==> config.mk <==
export PLATFORM = sky130hd
export DESIGN_NAME = solar_to_lunar_date
export DESIGN_NICKNAME = d
export VERILOG_FILES = /design/src/s2l_pkg.sv /design/src/solar_to_lunar_date.sv /design/src/s2l_acc_unit.sv
export SDC_FILE = /design/constraint.sdc
export NUM_CORES = 1
export LEC_CHECK = 0
export BUFFER_PORTS_ARGS = -buffer_cell sky130_fd_sc_hd__buf_4
export CORE_MARGIN = 3
export CORE_UTILIZATION = 25
export CTS_CLUSTER_DIAMETER = 50
export DETAILED_ROUTE_END_ITERATION = 7
export PLACE_DENSITY_LB_ADDON = 0.05
export SLEW_MARGIN = 20
export SYNTH_ARGS = -nofsm -noshare
export SYNTH_HDL_FRONTEND = slang
export SYNTH_SLANG_ARGS = --single-unit
export TNS_END_PERCENT = 10
==> constraint.sdc <==
create_clock -name clk -period 22 [get_ports clk]
set_input_delay 5.5 -clock clk [delete_from_list [all_inputs] [get_ports clk]]
set_output_delay 5.5 -clock clk [all_outputs]
set_load 0.02 [all_outputs]
==> src/s2l_pkg.sv <==
package s2l_pkg;

	localparam logic [11:0] BASE_YEAR      = 12'd2000;
	localparam logic [11:0] SKIP_LEAP_YEAR = 12'd2100;
	localparam logic [16:0] BASE_DAY_INDEX = 17'd35;
	localparam logic [3:0]  FIRST_ANIMAL   = 4'd5;
	localparam logic [3:0]  FIRST_STEM     = 4'd7;
	localparam logic [3:0]  MONTHS_IN_YEAR = 4'd12;
	localparam logic [3:0]  ANIMAL_COUNT   = 4'd12;
	localparam logic [3:0]  STEM_COUNT     = 4'd10;
	localparam logic [8:0]  DAYS_YEAR      = 9'd365;
	localparam logic [8:0]  DAYS_LEAP_YEAR = 9'd366;
	localparam logic [4:0]  SHORT_MONTH    = 5'd29;
	localparam logic [4:0]  LONG_MONTH     = 5'd30;

	typedef enum logic [2:0] {
		S_IDLE,
		S_YEARS,
		S_MONTHS,
		S_CHECK,
		S_WALK
	} s2l_state_t;

	typedef struct packed {
		logic [16:0] sum;
		logic        reached;
	} s2l_unit_out_t;

	// Valid for the years this block accepts with the default table, 2000 through 2100.
	function automatic logic greg_leap(input logic [11:0] y);
		return (y[1:0] == 2'd0) && (y != SKIP_LEAP_YEAR);
	endfunction

	function automatic logic [4:0] greg_month_days(input logic [11:0] y, input logic [3:0] m);
		logic [4:0] n;
		n = 5'd31;
		if (m == 4'd2)
			n = greg_leap(y) ? 5'd29 : 5'd28;
		else if (m inside {4'd4, 4'd6, 4'd9, 4'd11})
			n = 5'd30;
		return n;
	endfunction

	function automatic logic [16:0] year_entry(input logic [6:0] idx);
		logic [16:0] e;
		case (idx)
			7'd0: e = 17'h0c960;  7'd1: e = 17'h0d954;  7'd2: e = 17'h0d4a0;  7'd3: e = 17'h0da50;
			7'd4: e = 17'h07552;  7'd5: e = 17'h056a0;  7'd6: e = 17'h0abb7;  7'd7: e = 17'h025d0;
			7'd8: e = 17'h092d0;  7'd9: e = 17'h0cab5;  7'd10: e = 17'h0a950; 7'd11: e = 17'h0b4a0;
			7'd12: e = 17'h0baa4; 7'd13: e = 17'h0ad50; 7'd14: e = 17'h055d9; 7'd15: e = 17'h04ba0;
			7'd16: e = 17'h0a5b0; 7'd17: e = 17'h15176; 7'd18: e = 17'h052b0; 7'd19: e = 17'h0a930;
			7'd20: e = 17'h07954; 7'd21: e = 17'h06aa0; 7'd22: e = 17'h0ad50; 7'd23: e = 17'h05b52;
			7'd24: e = 17'h04b60; 7'd25: e = 17'h0a6e6; 7'd26: e = 17'h0a4e0; 7'd27: e = 17'h0d260;
			7'd28: e = 17'h0ea65; 7'd29: e = 17'h0d530; 7'd30: e = 17'h05aa0; 7'd31: e = 17'h076a3;
			7'd32: e = 17'h096d0; 7'd33: e = 17'h04afb; 7'd34: e = 17'h04ad0; 7'd35: e = 17'h0a4d0;
			7'd36: e = 17'h1d0b6; 7'd37: e = 17'h0d250; 7'd38: e = 17'h0d520; 7'd39: e = 17'h0dd45;
			7'd40: e = 17'h0b5a0; 7'd41: e = 17'h056d0; 7'd42: e = 17'h055b2; 7'd43: e = 17'h049b0;
			7'd44: e = 17'h0a577; 7'd45: e = 17'h0a4b0; 7'd46: e = 17'h0aa50; 7'd47: e = 17'h1b255;
			7'd48: e = 17'h06d20; 7'd49: e = 17'h0ada0; 7'd50: e = 17'h14b63; 7'd51: e = 17'h09370;
			7'd52: e = 17'h049f8; 7'd53: e = 17'h04970; 7'd54: e = 17'h064b0; 7'd55: e = 17'h168a6;
			7'd56: e = 17'h0ea50; 7'd57: e = 17'h06aa0; 7'd58: e = 17'h1a6c4; 7'd59: e = 17'h0aae0;
			7'd60: e = 17'h092e0; 7'd61: e = 17'h0d2e3; 7'd62: e = 17'h0c960; 7'd63: e = 17'h0d557;
			7'd64: e = 17'h0d4a0; 7'd65: e = 17'h0da50; 7'd66: e = 17'h05d55; 7'd67: e = 17'h056a0;
			7'd68: e = 17'h0a6d0; 7'd69: e = 17'h055d4; 7'd70: e = 17'h052d0; 7'd71: e = 17'h0a9b8;
			7'd72: e = 17'h0a950; 7'd73: e = 17'h0b4a0; 7'd74: e = 17'h0b6a6; 7'd75: e = 17'h0ad50;
			7'd76: e = 17'h055a0; 7'd77: e = 17'h0aba4; 7'd78: e = 17'h0a5b0; 7'd79: e = 17'h052b0;
			7'd80: e = 17'h0b273; 7'd81: e = 17'h06930; 7'd82: e = 17'h07337; 7'd83: e = 17'h06aa0;
			7'd84: e = 17'h0ad50; 7'd85: e = 17'h14b55; 7'd86: e = 17'h04b60; 7'd87: e = 17'h0a570;
			7'd88: e = 17'h054e4; 7'd89: e = 17'h0d160; 7'd90: e = 17'h0e968; 7'd91: e = 17'h0d520;
			7'd92: e = 17'h0daa0; 7'd93: e = 17'h16aa6; 7'd94: e = 17'h056d0; 7'd95: e = 17'h04ae0;
			7'd96: e = 17'h0a9d4; 7'd97: e = 17'h0a2d0; 7'd98: e = 17'h0d150; 7'd99: e = 17'h0f252;
			default: e = 17'h00000;
		endcase
		return e;
	endfunction

endpackage

==> src/solar_to_lunar_date.sv <==
// Converts a Gregorian date from 2000-02-05 onward into the Chinese lunar month, day,
// leap-month flag, zodiac animal and heavenly stem, from a built-in table of lunar years.
// While one item is worked on, busy stays high through the year steps from 2000 to greg_year,
// the month steps of that year up to greg_month, a check, and the lunar months walked from
// the first month of lunar 2000 through the month that holds the date. A single shared adder
// adds one year length, one month length or one lunar month length per cycle. The result
// follows in the next cycle. An invalid calendar date keeps busy low and gives its result in
// the cycle right after the item. The result shows for one cycle with done high and must be
// taken then, since the receiver cannot hold it. Start is ignored while busy is high; busy
// is low again in the cycle of done.
module solar_to_lunar_date #(
	parameter int TABLE_YEARS = 100
) (
	input  logic        clk,
	input  logic        arst_n,
	input  logic        start,
	output logic        busy,
	input  logic [11:0] greg_year,
	input  logic [3:0]  greg_month,
	input  logic [4:0]  greg_day,
	output logic        done,
	output logic [3:0]  lunar_month,
	output logic [4:0]  lunar_day,
	output logic        in_leap_month,
	output logic [3:0]  zodiac_animal,
	output logic [3:0]  heavenly_stem,
	output logic        status
);
	import s2l_pkg::*;

	localparam int IDX_W = (TABLE_YEARS > 1) ? $clog2(TABLE_YEARS) : 1;
	localparam logic [11:0] YEAR_LAST = 12'(2000 + TABLE_YEARS);
	localparam logic [IDX_W-1:0] IDX_LAST = IDX_W'(TABLE_YEARS - 1);
	localparam logic [IDX_W-1:0] IDX_ONE = IDX_W'(1);

	s2l_state_t state_q, state_d;

	logic [11:0] year_q, year_d;
	logic [3:0]  month_q, month_d;
	logic [11:0] ycnt_q, ycnt_d;
	logic [3:0]  mcnt_q, mcnt_d;
	logic [16:0] acc_q, acc_d;
	logic [15:0] target_q, target_d;
	logic [IDX_W-1:0] idx_q, idx_d;
	logic [3:0]  lm_q, lm_d;
	logic        leap_q, leap_d;
	logic [3:0]  animal_q, animal_d;
	logic [3:0]  stem_q, stem_d;

	logic        done_q, done_d;
	logic        res_load, res_err;
	logic [4:0]  res_day;

	logic [8:0]  addend;
	s2l_unit_out_t unit;

	logic        bad_in;
	logic [16:0] entry;
	logic [11:0] mbits;
	logic [4:0]  mlen;
	logic        enter_leap;

	s2l_acc_unit u_acc (
		.acc    (acc_q),
		.addend (addend),
		.target (target_q),
		.res    (unit)
	);

	assign bad_in = (greg_year < BASE_YEAR) || (greg_year > YEAR_LAST) ||
		(greg_month == 4'd0) || (greg_month > MONTHS_IN_YEAR) || (greg_day == 5'd0) ||
		(greg_day > greg_month_days(greg_year, greg_month));

	assign entry = year_entry(7'(idx_q));
	assign mbits = entry[15:4];
	assign mlen = leap_q ? (entry[16] ? LONG_MONTH : SHORT_MONTH) :
		(mbits[4'(MONTHS_IN_YEAR - lm_q)] ? LONG_MONTH : SHORT_MONTH);
	assign enter_leap = !leap_q && (entry[3:0] == lm_q);

	always_comb begin
		state_d  = state_q;
		year_d   = year_q;
		month_d  = month_q;
		ycnt_d   = ycnt_q;
		mcnt_d   = mcnt_q;
		acc_d    = acc_q;
		target_d = target_q;
		idx_d    = idx_q;
		lm_d     = lm_q;
		leap_d   = leap_q;
		animal_d = animal_q;
		stem_d   = stem_q;
		done_d   = 1'b0;
		res_load = 1'b0;
		res_err  = 1'b0;
		res_day  = 5'(17'(target_q) - acc_q);
		addend   = 9'd0;
		case (state_q)
			S_IDLE: begin
				if (start) begin
					if (bad_in) begin
						done_d   = 1'b1;
						res_load = 1'b1;
						res_err  = 1'b1;
					end else begin
						year_d  = greg_year;
						month_d = greg_month;
						ycnt_d  = BASE_YEAR;
						mcnt_d  = 4'd1;
						acc_d   = 17'(greg_day) - 17'd1;
						state_d = S_YEARS;
					end
				end
			end
			S_YEARS: begin
				addend = greg_leap(ycnt_q) ? DAYS_LEAP_YEAR : DAYS_YEAR;
				if (ycnt_q == year_q) begin
					state_d = S_MONTHS;
				end else begin
					acc_d  = unit.sum;
					ycnt_d = ycnt_q + 12'd1;
				end
			end
			S_MONTHS: begin
				addend = 9'(greg_month_days(year_q, mcnt_q));
				if (mcnt_q == month_q) begin
					state_d = S_CHECK;
				end else begin
					acc_d  = unit.sum;
					mcnt_d = mcnt_q + 4'd1;
				end
			end
			S_CHECK: begin
				if (acc_q < BASE_DAY_INDEX) begin
					done_d   = 1'b1;
					res_load = 1'b1;
					res_err  = 1'b1;
					state_d  = S_IDLE;
				end else begin
					// Counting lunar days from one day before lunar new year 2000.
					target_d = acc_q[15:0];
					acc_d    = BASE_DAY_INDEX - 17'd1;
					idx_d    = '0;
					lm_d     = 4'd1;
					leap_d   = 1'b0;
					animal_d = FIRST_ANIMAL;
					stem_d   = FIRST_STEM;
					state_d  = S_WALK;
				end
			end
			S_WALK: begin
				addend = 9'(mlen);
				if (unit.reached) begin
					done_d   = 1'b1;
					res_load = 1'b1;
					state_d  = S_IDLE;
				end else begin
					acc_d = unit.sum;
					if (enter_leap) begin
						leap_d = 1'b1;
					end else begin
						leap_d = 1'b0;
						lm_d   = lm_q + 4'd1;
						if (lm_q == MONTHS_IN_YEAR) begin
							if (idx_q == IDX_LAST) begin
								done_d   = 1'b1;
								res_load = 1'b1;
								res_err  = 1'b1;
								state_d  = S_IDLE;
							end else begin
								idx_d    = idx_q + IDX_ONE;
								lm_d     = 4'd1;
								animal_d = (animal_q >= ANIMAL_COUNT) ? 4'd1 : animal_q + 4'd1;
								stem_d   = (stem_q >= STEM_COUNT) ? 4'd1 : stem_q + 4'd1;
							end
						end
					end
				end
			end
			default: begin
				state_d = S_IDLE;
			end
		endcase
	end

	always_ff @(posedge clk or negedge arst_n) begin
		if (!arst_n) begin
			state_q <= S_IDLE;
			done_q  <= 1'b0;
		end else begin
			state_q <= state_d;
			done_q  <= done_d;
		end
	end

	always_ff @(posedge clk) begin
		year_q   <= year_d;
		month_q  <= month_d;
		ycnt_q   <= ycnt_d;
		mcnt_q   <= mcnt_d;
		acc_q    <= acc_d;
		target_q <= target_d;
		idx_q    <= idx_d;
		lm_q     <= lm_d;
		leap_q   <= leap_d;
		animal_q <= animal_d;
		stem_q   <= stem_d;
		if (res_load) begin
			if (res_err) begin
				lunar_month   <= 4'd0;
				lunar_day     <= 5'd0;
				in_leap_month <= 1'b0;
				zodiac_animal <= 4'd0;
				heavenly_stem <= 4'd0;
				status        <= 1'b1;
			end else begin
				lunar_month   <= lm_q;
				lunar_day     <= res_day;
				in_leap_month <= leap_q;
				zodiac_animal <= animal_q;
				heavenly_stem <= stem_q;
				status        <= 1'b0;
			end
		end
	end

	assign busy = (state_q != S_IDLE);
	assign done = done_q;

endmodule

==> src/s2l_acc_unit.sv <==
module s2l_acc_unit (
	input  logic [16:0]           acc,
	input  logic [8:0]            addend,
	input  logic [15:0]           target,
	output s2l_pkg::s2l_unit_out_t res
);
	import s2l_pkg::*;

	always_comb begin
		res.sum     = acc + {8'd0, addend};
		res.reached = res.sum >= {1'b0, target};
	end

endmodule

==> results of run 1 <==
[synth_stat cells, types with 17 or more instances]
library cell,n,share of area (%)
edfxtp_1,104,33
buf_2,25,1.3
nand2_1,86,3.4
a21oi_1,70,3.7
nand4_1,17,1.1
inv_1,53,2.1
clkbuf_1,30,1.2
nand3_1,52,2.7
nor3_1,27,1.4
ha_1,59,7.8
xnor2_1,41,3.8
and2_1,20,1.3
o21ai_0,54,2.8
nor2_1,81,3.2
o211ai_1,19,1.5
xor2_1,18,1.7
dfxtp_1,17,3.6
[flip-flops by register name, indices dropped and copies added (netlist names), 3 cells and up]
name,count
month_q,4
lunar_month,4
lm_q,4
idx_q,7
animal_q,4
ycnt_q,12
lunar_day,5
entry,17
target_q,16
zodiac_animal,4
acc_q,17
year_q,12
mcnt_q,4
stem_q,4
heavenly_stem,4
state_q,3
[logic make-up after synthesis]
family | synth area share, %
buffers and inverters | 5.88
xor gates and xnor gates | 5.78
adders and majority gates | 8.20
DFF | 37.5
AOI/OAI and AO/OA | 23.0
and+or+nand+nor | 18.3
muxes | 1.36
[metrics by stage]
step	hold WS [ns]	worst slack (ns)	power [mW]	instance area, µm²
floorplan	0.425	12.33	0.261	9500
global placement	0.536	12.74	0.267	10300
detailed placement	0.520	12.70	0.267	10300
CTS	0.539	12.86	0.546	10800
global route	0.558	12.09	0.557	10800
finish	0.542	12.87	0.539	10800
[cell type report]
cell class	instances	share of cell area, %
inverter	57	1.98
sequential	125	32.9
multi-input combinational	791	49.9
clock inverter	12	1.14
clock buffer	20	4.04
tap	504	5.83
timing repair buffer	60	4.16
[final timing paths]
kind | slack (ns) | cells past startpoint | start | endpoint
setup / recovery | 12.87 | 35 | lm_q[0] | entry[7]
hold / removal | 0.54 | 0 | acc_q[8] | target_q[8]
setup reg to reg | 12.87 | 35 | lm_q[0] | entry[7]
hold reg to reg | 0.54 | 0 | acc_q[8] | target_q[8]
max in group asynchronous | 17.03 | 1 | arst_n | state_q[2]
min in group asynchronous | 4.86 | 1 | arst_n | done
[power breakdown]
part           switching (mW)  internal (mW)  leakage, nW
registers                   0          0.253         1.15
clock network           0.112          0.166        0.266
logic                 0.00424        0.00413         2.63
[routing by layer]
metal | up-vias | GRT usage [%] | part of all wire, %
li1 | 3952 | - | -
met4 | 0 | 7.15 | 3.6
met2 | 249 | 25.0 | 44
met1 | 4097 | 23.6 | 48
met3 | 67 | 3.52 | 4.9
met5 | - | 0 | 0
==> insert_results.sql, run 1 <==
INSERT INTO impl_metrics (metric_group, metric, value, unit) VALUES
('critical_path', 'kind_of_end_point_of_the_critical_path', 'flop', ''),
('yosys', 'syn-mean-instance-area', '9.10', 'µm²'),
('timing', 'max_freq', '0.109', 'GHz'),
('placed_design', 'place.gp.congestion', '0.793', ''),
('cts', 'clk_pin_slew_worst_paths', '0.06', 'ns'),
('run_status', 'status', 'completed', ''),
('yosys', 'synth_flop_cell', 'edfxtp_1', ''),
('floorplan', 'die_width', '201', 'µm'),
('global_route', 'grt_first_pass_wirelength', '53000', 'µm'),
('layout', 'leading_cell_type_in_the_layout_fill_and_taps_excluded', 'edfxtp_1', ''),
('timing', 'finalHoldViolations', '0', ''),
('floorplan', 'standard_cell_rows', '70', ''),
('timing', 'period_minus_slack', '9.13', 'ns'),
('cts', 'cts.repair.resized', '0', ''),
('layout', 'drive_gt1_share', '11.7', '%'),
('cts', 'tritoncts', 'built', ''),
('route', 'route.detailed.wl_per_inst', '21.7', 'µm'),
('timing', 'timing.slew.headroom', '29.0', '%'),
('placed_design', 'numPortBuffers', '44', ''),
('critical_path', 'worstPathRequired', '22.29', 'ns'),
('cts', 'cts_made_buffers', '17', ''),
('flow_run', 'cap_viol_max_count', '0', ''),
('critical_path', 'critPathMaxStageDelay', '0.79', 'ns'),
('global_route', 'global_route.usage.total', '16.8', '%'),
('yosys', 'synth_enable_flop_cells', '104', ''),
('critical_path', 'critical-path-slowest-cell', 'xnor2_1', ''),
('cts', 'cts.root.buffer_cell', 'clkbuf_16', ''),
('global_route', 'grt_start_max_net_pins', '67', ''),
('route', 'vias_per_std_cell', '5.33', ''),
('floorplan', 'ios', '45', ''),
('global_route', 'globalRoute.totalOverflow', '0', ''),
('critical_path', 'critical_path.n_buffers_inverters', '3', ''),
('layout', 'mostFrequentLayoutCells', 'edfxtp_1, nand2_1, nor2_1', ''),
('yosys', 'ys_seq_area_share', '37.5', '%'),
('route', 'drtAntennaViolNets', '0', ''),
('yosys', 'synth_area', '0.00950', 'mm²'),
('power', 'power_density', '49.8', 'mW/mm²'),
('floorplan', 'die_height', '201', 'µm'),
('power', 'power.ir.vdd_worst', '0.0000515', 'V'),
('critical_path', 'critPathMaxFanout', '24', ''),
('cts', 'htreeDepth', '4', ''),
('power', 'total_leakage_power', '4.05', 'nW'),
('global_route', 'vias_in_the_first_global_route', '8301', ''),
('route', 'drc_errors', '0', ''),
('worst_hold_path', 'timing.hold.worst.class', 'flop to flop', ''),
('cts', 'cts_post_setup_buffers_inserted', '0', ''),
('cts', 'cts.sink_count', '125', ''),
('layout', 'final_core_utilization', '29.2', '%'),
('layout', 'antenna_cells', '0', ''),
('yosys', 'syn_nets', '1129', ''),
('layout', 'num-fill-cells', '3900', ''),
('critical_path', 'critPathLaunchType', 'flop', ''),
('critical_path', 'critPathKind', 'flop to flop', ''),
('route', 'route.final.wire_length', '34100', 'µm'),
('yosys', 'post_synth_inst_count', '1044', ''),
('timing', 'worst_clock_skew', '0.0143', 'ns'),
('yosys', 'synth_seq_cells', '125', ''),
('route', 'vias', '8365', ''),
('layout', 'design.final.nets', '1137', ''),
('cts', 'cts-root-to-sink-buffers', '2', ''),
('yosys', 'synth.distinct_cells', '92', ''),
('cts', 'cts_hold_buf', '0', ''),
('yosys', 'synth-warning-count', '0', ''),
('floorplan', 'fp.dieArea', '0.0404', 'mm²'),
('layout', 'multi_input_area', '0.00540', 'mm²'),
('timing', 'totalNegativeSetupSlack', '0', 'ns'),
('layout', 'area.growth.synth_to_final', '13.9', '%'),
('timing', 'final-setup-viol-count', '0', ''),
('floorplan', 'start_util', '25.6', '%'),
('critical_path', 'timing.critical_path.arrival', '9.43', 'ns'),
('timing', 'setup_repair_after_global_routing_missed_its_margin', 'no', ''),
('timing', 'maxSlewViolCount', '0', ''),
('yosys', 'async_reset_ff_share', '3.20', '%'),
('placed_design', 'hpwl_after_detailed_placement', '24000', 'µm'),
('timing', 'finalCritPeriodShare', '41.5', '%'),
('route', 'drt-pass1-iter-count', '5', ''),
('global_route', 'grt_antenna_before_repair', '0', ''),
('cts', 'clk_latency_worst_skew_pair', '0.43', 'ns'),
('critical_path', 'largest_delay_share_family_worst_path', 'compound AO/OA/AOI/OAI gates', ''),
('layout', 'area.sequential', '0.00356', 'mm²'),
('route', 'drt_first_iter_violations', '600', ''),
('placed_design', 'place_inst', '1537', ''),
('floorplan', 'fp.coreArea', '0.0370', 'mm²'),
('layout', 'instances_no_fill', '1569', ''),
('timing', 'worst_slew_pin_slew', '1.07', 'ns');
No activity file was read; power rests on OpenSTA's default activity.
==> inputs of run 2 (changes only) <==
==> constraint.sdc (replaced) <==
create_clock -name clk -period 8 [get_ports clk]
set_input_delay 2 -clock clk [delete_from_list [all_inputs] [get_ports clk]]
set_output_delay 2 -clock clk [all_outputs]
set_load 0.02 [all_outputs]
==> run 2 against run 1 <==
Global-route usage fell by 0.11 points. Maximum frequency increased by 24%. Critical path type unchanged. Die area is the same. Critical endpoint is now entry[12].
==> insert_results.sql, run 2 (same netlist as run 1, synthesis figures left out) <==
INSERT INTO impl_metrics (metric_group, metric, value, unit) VALUES
('global_route', 'grt_first_pass_wirelength', '52300', 'µm'),
('global_route', 'global_route.usage.total', '16.7', '%'),
('timing', 'final-setup-viol-count', '0', ''),
('placed_design', 'worst_setup_timing_slack_at_the_placement_stage', '0.106', 'ns'),
('critical_path', 'cell_type_with_the_highest_occurrence_count_on_the_critical_path', 'a21oi_1', ''),
('placed_design', 'hpwl_after_detailed_placement', '24600', 'µm'),
('placed_design', 'numPortBuffers', '44', ''),
('route', 'drtAntennaViolNets', '0', ''),
('route', 'vias', '8480', ''),
('timing', 'timing.slew.headroom', '39.4', '%'),
('route', 'vias_per_std_cell', '5.30', ''),
('timing', 'setup_repair_after_global_routing_missed_its_margin', 'yes', ''),
('cts', 'clk_pin_slew_worst_paths', '0.06', 'ns'),
('cts', 'cts_hold_buf', '0', ''),
('critical_path', 'critPathMaxFanout', '9', ''),
('timing', 'worst_clock_skew', '0.0145', 'ns'),
('timing', 'period_minus_slack', '7.36', 'ns'),
('timing', 'worst_slew_pin_slew', '0.896', 'ns'),
('route', 'route.final.wire_length', '34000', 'µm'),
('power', 'total_leakage_power', '4.24', 'nW'),
('global_route', 'grt_start_max_net_pins', '66', ''),
('timing', 'finalHoldViolations', '0', ''),
('placed_design', 'place.gp.congestion', '0.861', ''),
('critical_path', 'critical_path.n_buffers_inverters', '1', ''),
('critical_path', 'timing.critical_path.arrival', '7.68', 'ns'),
('floorplan', 'fp.coreArea', '0.0370', 'mm²'),
('critical_path', 'critPathKind', 'flop to flop', ''),
('layout', 'design.final.nets', '1168', ''),
('cts', 'clk_latency_worst_skew_pair', '0.44', 'ns'),
('floorplan', 'standard_cell_rows', '70', ''),
('cts', 'cts.root.buffer_cell', 'clkbuf_16', ''),
('worst_hold_path', 'timing.hold.worst.class', 'flop to flop', ''),
('critical_path', 'timing.reg2reg.setup_slack', '0.64', 'ns'),
('global_route', 'vias_in_the_first_global_route', '8369', ''),
('critical_path', 'largest_delay_share_family_worst_path', 'compound AO/OA/AOI/OAI gates', ''),
('timing', 'maxSlewViolCount', '0', ''),
('run_status', 'status', 'completed', ''),
('floorplan', 'start_util', '25.6', '%'),
('critical_path', 'critPathLaunchType', 'flop', ''),
('floorplan', 'die_width', '201', 'µm'),
('route', 'drt_first_iter_violations', '675', ''),
('route', 'drt-pass1-iter-count', '5', ''),
('route', 'route.detailed.wl_per_inst', '21.3', 'µm'),
('critical_path', 'worstPathRequired', '8.32', 'ns'),
('cts', 'cts-root-to-sink-buffers', '2', ''),
('cts', 'tritoncts', 'built', ''),
('flow_run', 'cap_viol_max_count', '0', ''),
('cts', 'cts.sink_count', '125', ''),
('layout', 'leading_cell_type_in_the_layout_fill_and_taps_excluded', 'edfxtp_1', ''),
('timing', 'finalCritPeriodShare', '92.0', '%'),
('critical_path', 'critPathMaxStageDelay', '0.41', 'ns'),
('global_route', 'globalRoute.totalOverflow', '0', ''),
('power', 'power.ir.vdd_worst', '0.000141', 'V'),
('floorplan', 'die_height', '201', 'µm'),
('layout', 'area.growth.synth_to_final', '17.3', '%'),
('timing', 'final_setup_slack_of_the_worst_path', '0.641', 'ns'),
('layout', 'antenna_cells', '0', ''),
('cts', 'htreeDepth', '4', ''),
('global_route', 'grt_antenna_before_repair', '0', ''),
('layout', 'mostFrequentLayoutCells', 'edfxtp_1, buf_4, nand2_1', ''),
('critical_path', 'kind_of_end_point_of_the_critical_path', 'flop', ''),
('route', 'drc_errors', '0', ''),
('floorplan', 'ios', '45', ''),
('cts', 'cts_made_buffers', '17', ''),
('layout', 'drive_gt1_share', '15.0', '%'),
('floorplan', 'fp.dieArea', '0.0404', 'mm²'),
('timing', 'totalNegativeSetupSlack', '0', 'ns'),
('timing', 'max_freq', '0.136', 'GHz'),
('critical_path', 'critical-path-slowest-cell', 'ha_1', ''),
('power', 'power_density', '138', 'mW/mm²');
## run 2: changes by cell type in the layout (fill, tap and decap cells not counted), sizes merged
cell	change
buf	+31
clkbuf	-3
clkinv	+3
clkinvlp	-3
inv	+2
bufinv	+1
## run 2: timing repair
item,CTS,global route
setup endpoints to repair,0,17
gates resized for setup,0,14
setup buffers,0,1
## run 2: routing by layer
metal	vias up	track usage [%]	wire length (µm)
li1	4010	-	-
met1	4080	21.9	15300
met2	302	26.5	15500
met3	88	2.74	1590
met4	0	8.58	1660
met5	-	0	0
## run 2: cell type report
type	count	area [µm²]
fill	3957	25900
multi-input combinational	791	5440
sequential	125	3560
timing repair buffer	91	699
tap	504	631
clock buffer	17	425
inverter	57	214
clock inverter	15	171
## run 2: worst paths after layout
kind,startpoint,to,cells past startpoint
max,lm_q[0],entry[12],34
min,acc_q[5],target_q[5],0
max reg2reg,lm_q[0],entry[12],34
min reg2reg,acc_q[5],target_q[5],0
max in group asynchronous,arst_n,done,1
min in group asynchronous,arst_n,state_q[2],1
## run 2: stage by stage
step	util [%]	instances	area, µm²	power (mW)	hold WS (ns)
after floorplan	-	1044	9500	0.717	0.425
after global placement	28.3	1567	10500	0.733	0.523
after detailed placement	28.3	1567	10500	0.733	0.518
after CTS	29.9	1599	11100	1.56	0.524
after global routing	30.1	1600	11100	1.58	0.546
final	30.1	1600	11100	1.54	0.523
## run 2: power by group
group	internal [mW]	total, mW	switching [mW]
Combinational	0.0114	0.0228	0.0114
Clock	0.489	0.818	0.329
Sequential	0.696	0.696	0
